$ cat src/rtl/core/ethp_pkg.sv
package ethp_pkg;

  // Byte offsets within the frame and within each header
  localparam logic [15:0] EthHdrLen   = 16'd14;
  localparam logic [15:0] MacBytes    = 16'd6;
  localparam logic [15:0] IpOffTotLen = 16'd2;
  localparam logic [15:0] IpOffProto  = 16'd9;
  localparam logic [15:0] IpOffSrc    = 16'd12;
  localparam logic [15:0] IpOffDst    = 16'd16;
  localparam logic [15:0] IpAddrBytes = 16'd4;
  localparam logic [15:0] TcpOffSport = 16'd0;
  localparam logic [15:0] TcpOffDport = 16'd2;
  localparam logic [15:0] TcpOffDoff  = 16'd12;
  localparam logic [15:0] IdxMax      = 16'hFFFF;

  // Bits of the fixed header fields in the result word, payload head excluded
  localparam int unsigned HdrFieldBits = 244;

  typedef struct packed {
    logic [15:0] total_len;
    logic [5:0]  tcp_len;
    logic [15:0] tcp_dport;
    logic [15:0] tcp_sport;
    logic [31:0] dest_ip;
    logic [31:0] src_ip;
    logic [7:0]  protocol;
    logic [5:0]  ip_len;
    logic [15:0] ether_type;
    logic [47:0] src_mac;
    logic [47:0] dst_mac;
  } hdr_fields_t;

  typedef struct packed {
    logic valid;
    logic last;
  } in_ctrl_t;

endpackage

$ cat src/rtl/core/ethp_in_stage.sv
module ethp_in_stage
  import ethp_pkg::*;
(
  input  logic       clk_i,
  input  logic       rst_ni,
  input  logic       valid_i,
  output logic       ready_o,
  input  logic [7:0] byte_i,
  input  logic       last_i,
  input  logic       take_i,
  output in_ctrl_t   ctrl_o,
  output logic [7:0] byte_o
);

  in_ctrl_t   ctrl_q, ctrl_d;
  logic [7:0] byte_q;

  assign ready_o = !ctrl_q.valid || take_i;

  always_comb begin
    ctrl_d = ctrl_q;
    if (ready_o) begin
      ctrl_d.valid = valid_i;
      ctrl_d.last  = last_i;
    end
  end

  always_ff @(posedge clk_i or negedge rst_ni) begin
    if (!rst_ni) begin
      ctrl_q <= '0;
    end else begin
      ctrl_q <= ctrl_d;
    end
  end

  always_ff @(posedge clk_i) begin
    if (ready_o && valid_i) begin
      byte_q <= byte_i;
    end
  end

  assign ctrl_o = ctrl_q;
  assign byte_o = byte_q;

endmodule

$ cat src/rtl/core/ethp_capture.sv
module ethp_capture
  import ethp_pkg::*;
#(
  parameter int unsigned PAYLOAD_HEAD_BYTES = 8
) (
  input  logic                            clk_i,
  input  logic                            rst_ni,
  input  logic                            fire_i,
  input  logic                            last_i,
  input  logic [7:0]                      byte_i,
  output hdr_fields_t                     fields_o,
  output logic [PAYLOAD_HEAD_BYTES*8-1:0] head_o
);

  localparam logic [15:0] HeadBytes = 16'(PAYLOAD_HEAD_BYTES);

  hdr_fields_t                     fields_q, fields_d;
  logic [PAYLOAD_HEAD_BYTES*8-1:0] head_q, head_d;
  logic [15:0]                     idx_q, idx_d;

  logic [5:0]  ip_len_cur;
  logic [5:0]  tcp_len_cur;
  logic [15:0] tcp_start;
  logic [15:0] pay_start;
  logic [15:0] pay_off;
  logic        pay_cap;

  // Header length written by this very byte takes effect at once
  assign ip_len_cur  = (fire_i && idx_q == EthHdrLen) ? {byte_i[3:0], 2'b00}
                                                       : fields_q.ip_len;
  assign tcp_start   = EthHdrLen + {10'd0, ip_len_cur};
  assign tcp_len_cur = (fire_i && idx_q == tcp_start + TcpOffDoff) ?
                       {byte_i[7:4], 2'b00} : fields_q.tcp_len;
  assign pay_start   = tcp_start + {10'd0, tcp_len_cur};
  assign pay_off     = idx_q - pay_start;
  // Payload is known only after the data offset byte went by
  assign pay_cap     = fire_i && (idx_q > tcp_start + TcpOffDoff) &&
                       (idx_q >= pay_start) && (pay_off < HeadBytes);

  always_comb begin
    fields_d         = fields_q;
    head_d           = head_q;
    idx_d            = idx_q;
    fields_d.ip_len  = ip_len_cur;
    fields_d.tcp_len = tcp_len_cur;
    if (fire_i) begin
      if (idx_q < MacBytes) begin
        fields_d.dst_mac = {fields_q.dst_mac[39:0], byte_i};
      end else if (idx_q < 16'd2 * MacBytes) begin
        fields_d.src_mac = {fields_q.src_mac[39:0], byte_i};
      end else if (idx_q < EthHdrLen) begin
        fields_d.ether_type = {fields_q.ether_type[7:0], byte_i};
      end
      if (idx_q == EthHdrLen + IpOffTotLen || idx_q == EthHdrLen + IpOffTotLen + 16'd1) begin
        fields_d.total_len = {fields_q.total_len[7:0], byte_i};
      end
      if (idx_q == EthHdrLen + IpOffProto) begin
        fields_d.protocol = byte_i;
      end
      if (idx_q >= EthHdrLen + IpOffSrc && idx_q < EthHdrLen + IpOffSrc + IpAddrBytes) begin
        fields_d.src_ip = {fields_q.src_ip[23:0], byte_i};
      end
      if (idx_q >= EthHdrLen + IpOffDst && idx_q < EthHdrLen + IpOffDst + IpAddrBytes) begin
        fields_d.dest_ip = {fields_q.dest_ip[23:0], byte_i};
      end
      if (idx_q == tcp_start + TcpOffSport || idx_q == tcp_start + TcpOffSport + 16'd1) begin
        fields_d.tcp_sport = {fields_q.tcp_sport[7:0], byte_i};
      end
      if (idx_q == tcp_start + TcpOffDport || idx_q == tcp_start + TcpOffDport + 16'd1) begin
        fields_d.tcp_dport = {fields_q.tcp_dport[7:0], byte_i};
      end
      // First payload byte lands in the top lane
      for (int j = 0; j < PAYLOAD_HEAD_BYTES; j++) begin
        if (pay_cap && pay_off == HeadBytes - 16'd1 - 16'(j)) begin
          head_d[j*8 +: 8] = head_q[j*8 +: 8] | byte_i;
        end
      end
      if (idx_q != IdxMax) begin
        idx_d = idx_q + 16'd1;
      end
    end
  end

  // Clear everything once the frame's last byte is taken
  always_ff @(posedge clk_i or negedge rst_ni) begin
    if (!rst_ni) begin
      fields_q <= '0;
      head_q   <= '0;
      idx_q    <= '0;
    end else if (fire_i && last_i) begin
      fields_q <= '0;
      head_q   <= '0;
      idx_q    <= '0;
    end else begin
      fields_q <= fields_d;
      head_q   <= head_d;
      idx_q    <= idx_d;
    end
  end

  assign fields_o = fields_d;
  assign head_o   = head_d;

endmodule

$ cat src/rtl/core/ethp_out_stage.sv
module ethp_out_stage
  import ethp_pkg::*;
#(
  parameter int unsigned PAYLOAD_HEAD_BYTES = 8
) (
  input  logic                            clk_i,
  input  logic                            rst_ni,
  input  logic                            load_i,
  input  hdr_fields_t                     fields_i,
  input  logic [PAYLOAD_HEAD_BYTES*8-1:0] head_i,
  output logic                            free_o,
  output logic                            valid_o,
  input  logic                            ready_i,
  output hdr_fields_t                     fields_o,
  output logic [15:0]                     plen_o,
  output logic [PAYLOAD_HEAD_BYTES*8-1:0] head_o
);

  localparam logic [15:0] HeadBytes = 16'(PAYLOAD_HEAD_BYTES);

  logic                            valid_q;
  hdr_fields_t                     fields_q;
  logic [15:0]                     plen_q, plen_d;
  logic [PAYLOAD_HEAD_BYTES*8-1:0] head_q, head_d;
  logic [15:0]                     hdr_sum;

  assign free_o  = !valid_q || ready_i;
  assign hdr_sum = {10'd0, fields_i.ip_len} + {10'd0, fields_i.tcp_len};
  assign plen_d  = (fields_i.total_len > hdr_sum) ? fields_i.total_len - hdr_sum : 16'd0;

  // Keep lane j only if the payload reaches that far
  always_comb begin
    head_d = '0;
    for (int j = 0; j < PAYLOAD_HEAD_BYTES; j++) begin
      if (plen_d > HeadBytes - 16'd1 - 16'(j)) begin
        head_d[j*8 +: 8] = head_i[j*8 +: 8];
      end
    end
  end

  always_ff @(posedge clk_i or negedge rst_ni) begin
    if (!rst_ni) begin
      valid_q <= 1'b0;
    end else if (free_o) begin
      valid_q <= load_i;
    end
  end

  always_ff @(posedge clk_i) begin
    if (free_o && load_i) begin
      fields_q <= fields_i;
      plen_q   <= plen_d;
      head_q   <= head_d;
    end
  end

  assign valid_o  = valid_q;
  assign fields_o = fields_q;
  assign plen_o   = plen_q;
  assign head_o   = head_q;

endmodule

$ cat src/rtl/core/eth_ipv4_tcp_header_parser.sv
// Ethernet / IPv4 / TCP header parser.
// Input channel (s_axis): one frame byte per item in wire order, tlast on the
// final byte of the frame. Output channel (m_axis): one item per frame, sent
// after the last byte, carrying the MAC addresses, EtherType, IPv4 header
// length, protocol, addresses, TCP ports, TCP header length, payload length
// and the first PAYLOAD_HEAD_BYTES payload bytes (zero filled).
// Structure: input register -> capture stage (header field registers, byte
// counter) -> result register. The capture stage updates one field set per
// byte; the result register computes payload length and masks the head.
// Throughput: one byte per cycle while no last byte is held for the result
// register. The result register loads a frame's result when its last byte
// leaves the input register through the capture stage.
// Reset: all field registers and the byte counter clear, both channels empty.
// Stall: while a result waits on m_axis, non-last bytes of the next frame keep
// flowing; a last byte is held in the input register until the result
// register frees, and s_axis_tready_o drops only while such a byte is held.
module eth_ipv4_tcp_header_parser
  import ethp_pkg::*;
#(
  parameter int unsigned PAYLOAD_HEAD_BYTES = 8
) (
  input  logic                clk_i,
  input  logic                rst_ni,
  input  logic                s_axis_tvalid_i,
  output logic                s_axis_tready_o,
  input  logic [7:0]          s_axis_tdata_i,  // data_byte
  input  logic                s_axis_tlast_i,
  output logic                m_axis_tvalid_o,
  input  logic                m_axis_tready_i,
  // dst_mac, src_mac, ether_type, ip_header_len, ip_protocol, src_ip,
  // dest_ip, tcp_sport, tcp_dport, tcp_header_len, payload_len, payload_head
  output logic [((HdrFieldBits + 8*PAYLOAD_HEAD_BYTES + 7) / 8) * 8 - 1:0] m_axis_tdata_o
);

  localparam int unsigned DataW = ((HdrFieldBits + 8*PAYLOAD_HEAD_BYTES + 7) / 8) * 8;
  localparam int unsigned HeadW = PAYLOAD_HEAD_BYTES * 8;

  in_ctrl_t    in_ctrl;
  logic [7:0]  in_byte;
  logic        cap_fire;
  logic        out_free;
  hdr_fields_t cap_fields;
  logic [HeadW-1:0] cap_head;
  hdr_fields_t out_fields;
  logic [15:0] out_plen;
  logic [HeadW-1:0] out_head;

  // Hold a last byte until the result register can take its frame's result
  assign cap_fire = in_ctrl.valid && (!in_ctrl.last || out_free);

  ethp_in_stage u_in_stage (
    .clk_i   (clk_i),
    .rst_ni  (rst_ni),
    .valid_i (s_axis_tvalid_i),
    .ready_o (s_axis_tready_o),
    .byte_i  (s_axis_tdata_i),
    .last_i  (s_axis_tlast_i),
    .take_i  (cap_fire),
    .ctrl_o  (in_ctrl),
    .byte_o  (in_byte)
  );

  ethp_capture #(
    .PAYLOAD_HEAD_BYTES(PAYLOAD_HEAD_BYTES)
  ) u_capture (
    .clk_i    (clk_i),
    .rst_ni   (rst_ni),
    .fire_i   (cap_fire),
    .last_i   (in_ctrl.last),
    .byte_i   (in_byte),
    .fields_o (cap_fields),
    .head_o   (cap_head)
  );

  ethp_out_stage #(
    .PAYLOAD_HEAD_BYTES(PAYLOAD_HEAD_BYTES)
  ) u_out_stage (
    .clk_i    (clk_i),
    .rst_ni   (rst_ni),
    .load_i   (cap_fire && in_ctrl.last),
    .fields_i (cap_fields),
    .head_i   (cap_head),
    .free_o   (out_free),
    .valid_o  (m_axis_tvalid_o),
    .ready_i  (m_axis_tready_i),
    .fields_o (out_fields),
    .plen_o   (out_plen),
    .head_o   (out_head)
  );

  // Pack fields from the lowest bit up; zero pad to whole bytes
  assign m_axis_tdata_o = DataW'({out_head, out_plen, out_fields.tcp_len,
                                  out_fields.tcp_dport, out_fields.tcp_sport,
                                  out_fields.dest_ip, out_fields.src_ip,
                                  out_fields.protocol, out_fields.ip_len,
                                  out_fields.ether_type, out_fields.src_mac,
                                  out_fields.dst_mac});

  // A new result appears only after a last byte went through capture
  assert property (@(posedge clk_i) disable iff (!rst_ni)
    $rose(m_axis_tvalid_o) |-> $past(cap_fire && in_ctrl.last))
    else $error("result without a captured last byte");

  // Input backpressure only comes from a held last byte behind a stalled result
  assert property (@(posedge clk_i) disable iff (!rst_ni)
    !s_axis_tready_o |-> (in_ctrl.valid && in_ctrl.last && m_axis_tvalid_o &&
                          !m_axis_tready_i))
    else $error("input stalled without a waiting result");

  // An empty payload carries no head bytes
  assert property (@(posedge clk_i) disable iff (!rst_ni)
    (m_axis_tvalid_o && out_plen == 16'd0) |-> (out_head == '0))
    else $error("payload head not cleared for empty payload");

  // Header lengths are whole words
  assert property (@(posedge clk_i) disable iff (!rst_ni)
    m_axis_tvalid_o |-> (out_fields.ip_len[1:0] == 2'b00 &&
                         out_fields.tcp_len[1:0] == 2'b00))
    else $error("header length not a multiple of four");

endmodule
$ cat config.mk
export PLATFORM = sky130hd
export DESIGN_NAME = eth_ipv4_tcp_header_parser
export DESIGN_NICKNAME = d
export VERILOG_FILES = /design/src/rtl/core/ethp_pkg.sv /design/src/rtl/core/ethp_in_stage.sv /design/src/rtl/core/ethp_capture.sv /design/src/rtl/core/ethp_out_stage.sv /design/src/rtl/core/eth_ipv4_tcp_header_parser.sv
export SDC_FILE = /design/constraint.sdc
export NUM_CORES = 1
export LEC_CHECK = 0
export BUFFER_PORTS_ARGS = -buffer_cell sky130_fd_sc_hd__buf_2
export CAP_MARGIN = 15
export CORE_ASPECT_RATIO = 0.7
export CORE_MARGIN = 3
export CORE_UTILIZATION = 43
export CTS_CLUSTER_DIAMETER = 150
export DETAILED_ROUTE_END_ITERATION = 10
export SLEW_MARGIN = 20
export SYNTH_ARGS = -nofsm -noshare
export SYNTH_HDL_FRONTEND = slang
export SYNTH_SLANG_ARGS = --single-unit
export TNS_END_PERCENT = 10
$ cat constraint.sdc
create_clock -name clk_i -period 14.8 [get_ports clk_i]
set_clock_uncertainty 0.2 [all_clocks]
set_input_delay 0.74 -clock clk_i [delete_from_list [all_inputs] [get_ports clk_i]]
set_output_delay 0.74 -clock clk_i [all_outputs]
set_load 0.01 [all_outputs]
==> results.py <==
metrics = {
    "status": {
        "outcome": "finished, final reports clean",
    },
    "setup_path": {
        "cp_num_buf_inv": 1,
        "slowest_stage": "o31ai_2",
        "path_class": "flop to flop",
        "startpoint_type": "flop",
        "cp_max_fo": 11,
        "cp_top_family": "compound AO/OA/AOI/OAI gates",
        "end_kind": "flop",
        "cp.required_ns": 14.94,
        "cp_data_arrival_time_ns": 10.20,
        "slowest_delay_ns": 0.68,
        "cp_common_cell": "ha_1",
    },
    "floorplan": {
        "core_um2": 60810,
        "rows": 75,
        "fp.dieW_um": 304.6,
        "start_util_pct": 44.12,
        "boundaryPins": 327,
        "die_area_um2": 65480,
        "dieHeight_um": 215.0,
    },
    "sta": {
        "rsz0062_at_grt": "false",
        "tightest_slew_ns": 1.054,
        "setup_viol": 0,
        "min_period_ns": 10.06,
        "tns_ns": 0,
        "max_freq_ghz": 0.09938,
        "hold_violations": 0,
        "holdWs_ns": 0.09186,
        "maxSlewViolCount": 0,
        "timing.slew.headroom_pct": 29.50,
        "period_share_pct": 67.99,
    },
    "grt": {
        "grt_pass1_vias": 16840,
        "track_usage_pct": 20.19,
        "antenna_found_initial": 9,
        "grt_pass1_wl_mm": 103.3,
        "grt_start_max_net_pins": 228,
        "grt_overflow": 0,
    },
    "synth": {
        "synth.largest_area_cell": "edfxtp_1",
        "syn_inst": 2011,
        "ys.flop_type": "dfrtp_1",
        "syn_avg_cell_area_um2": 13.34,
        "ys_seq_elements": 643,
        "yosysSeqAreaShare_pct": 65.86,
        "syn-cell-area_um2": 26830,
        "synth_edf_count": 316,
        "async_flop_share_pct": 50.86,
        "yosysWarnings": 0,
        "synth.most_common_cell": "dfrtp_1",
        "synth_common_cells": "dfrtp_1, edfxtp_1, and2_1",
        "yosys.cell_types.count": 78,
        "yosysTopAreaCellShare_pct": 35.37,
        "ys_top_cells_by_area": "edfxtp_1, dfrtp_1, mux2_2",
    },
    "drt": {
        "drt_first_pass_iters": 7,
        "final_antenna_net_count": 0,
        "wl_per_cell_um": 20.95,
        "vias": 16610,
        "drc": 0,
        "first_iter_violations": 1357,
        "drt-vias-per-instance": 5.222,
        "drt-total-wl_mm": 66.62,
    },
    "layout": {
        "drive_gt1_share_pct": 28.24,
        "fillers": 5263,
        "final_nets": 2378,
        "synthToLayoutAreaGrowth_pct": 17.56,
    },
    "pwr": {
        "leakage_nw": 14.00,
        "power_density_nw_per_um2": 125.5,
        "max-vdd-ir-drop_mv": 0.09588,
    },
    "cts": {
        "cts.sinks": 643,
        "cts_made_buffers": 60,
        "cts_tree": "done",
        "htree_levels": 2,
        "insertion_delay_ns": 0.62,
        "clk_pin_slew_ns": 0.07,
        "root_buffer": "clkbuf_16",
        "clk_path_buf_depth": 3,
    },
    "place": {
        "portBuffers": 322,
        "dp_hpwl_mm": 44.37,
        "gp_congestion": 0.8613,
    },
    "min_path": {
        "hold_path.class": "input pin to flop",
    },
    "flow_run": {
        "maxCapViolCount": 0,
    },
}
cell type report:
type                            instances  area, µm²  area share (%)
Clock buffer                           76       1725           5.470
Antenna cell                            3      7.507         0.02380
Sequential cell                       643      17670           56.03
Inverter                               42      165.2          0.5236
Tap cell                              808       1011           3.205
Multi-Input combinational cell       1221       8602           27.27
Timing Repair Buffer                  349       1859           5.895
Clock inverter                         38      499.2           1.583
repair_timing:
action,in CTS,in global routing
resized for setup,0,0
buffers inserted,0,0
hold buffers,1,0
endpoints found under the hold margin,11,0
power breakdown:
| part | switching (mW) | internal (mW) |
|---|---|---|
| sequential | 0.0341 | 1.96 |
| combinational | 0.186 | 0.0842 |
| clock | 0.692 | 1.00 |
worst paths after layout:
| check | startpoint | end | slack [ns] | cells past startpoint |
|---|---|---|---|---|
| worst max-delay path | u_capture.idx_q[15]$_DFFE_PN0P_ | u_out_stage.head_o[43]$_SDFFCE_PP0P_ | 4.74 | 31 |
| max in group asynchronous | rst_ni | u_capture.head_q[60]$_DFF_PN0_ | 11.60 | 4 |
| worst max register to register | u_capture.idx_q[15]$_DFFE_PN0P_ | u_out_stage.head_o[43]$_SDFFCE_PP0P_ | 4.74 | 31 |
| worst min-delay path | s_axis_tdata_i[1] | u_in_stage.byte_o[1]$_DFFE_PP_ | 0.09 | 1 |
| worst min register to register | u_capture.head_q[38]$_DFF_PN0_ | u_capture.head_q[38]$_DFF_PN0_ | 0.28 | 2 |
| min in group asynchronous | rst_ni | u_capture.head_q[13]$_DFF_PN0_ | 0.52 | 2 |
cells in the final DEF, fill, tap and decap left out, types with 7 or more instances in the layout:
| cell | netlist | final |
|---|---|---|
| a21o_1 | 7 | 7 |
| a21oi_1 | 96 | 96 |
| a32oi_1 | 16 | 16 |
| and2_1 | 229 | 229 |
| buf_2 | 6 | 321 |
| buf_4 | 5 | 24 |
| bufinv_16 | 0 | 10 |
| clkbuf_16 | 0 | 63 |
| clkbuf_8 | 0 | 10 |
| clkinv_2 | 0 | 14 |
| clkinvlp_4 | 0 | 8 |
| dfrtp_1 | 327 | 327 |
| edfxtp_1 | 316 | 316 |
| ha_1 | 44 | 44 |
| inv_1 | 41 | 41 |
| mux2_1 | 9 | 9 |
| mux2_2 | 172 | 172 |
| mux2i_1 | 21 | 21 |
| nand2_1 | 76 | 74 |
| nand3_1 | 14 | 14 |
| nand4_1 | 10 | 10 |
| nor2_1 | 181 | 180 |
| nor2b_1 | 26 | 26 |
| nor3_1 | 48 | 46 |
| o21ai_0 | 51 | 51 |
| o31ai_1 | 17 | 17 |
| or2_2 | 7 | 7 |
| or3_1 | 8 | 7 |
| xnor2_1 | 35 | 35 |
| xor2_1 | 33 | 33 |
metrics by stage:
stage	instances	worst slack, ns	total power, mW	area [µm²]	utilization (%)
5_1_grt	3177	3.998	4.112	31530	51.86
2_1_floorplan	2014	3.597	2.186	26840	-
3_3_place_gp	3061	5.104	2.296	29260	48.12
3_5_place_dp	3061	4.902	2.302	29270	48.13
6_report	3180	4.738	3.957	31540	51.87
4_1_cts	3176	4.847	4.010	31500	51.80
kinds of logic after synthesis:
family                     after synthesis  synth area share, %
AOI/OAI and AO/OA                      245                5.750
xor gates and xnor gates                69                2.280
adders and majority gates               49                2.388
buffers and inverters                  150                2.308
DFF                                    643                65.86
muxes                                  208                8.716
other                                    2              0.02799
and+or+nand+nor                        645                12.67
metal layers:
layer  GRT usage [%]  up-vias  part of all wire (%)
li1                -     7683                     -
met1           29.10     8433                    46
met2           31.61      391                    46
met3           4.448       94                   6.0
met4           4.252        4                   1.9
met5               0        -                 0.048
state kept, by name (all words and copies together) (netlist names):
name	flops
u_capture.head_q	64
u_in_stage.ctrl_o	2
u_in_stage.byte_o	8
u_capture.fields_q	244
u_out_stage.plen_o	16
u_out_stage.fields_o	228
u_out_stage.head_o	64
u_capture.idx_q	16
u_out_stage.valid_o	1
No activity file was read; power rests on OpenSTA's default activity.
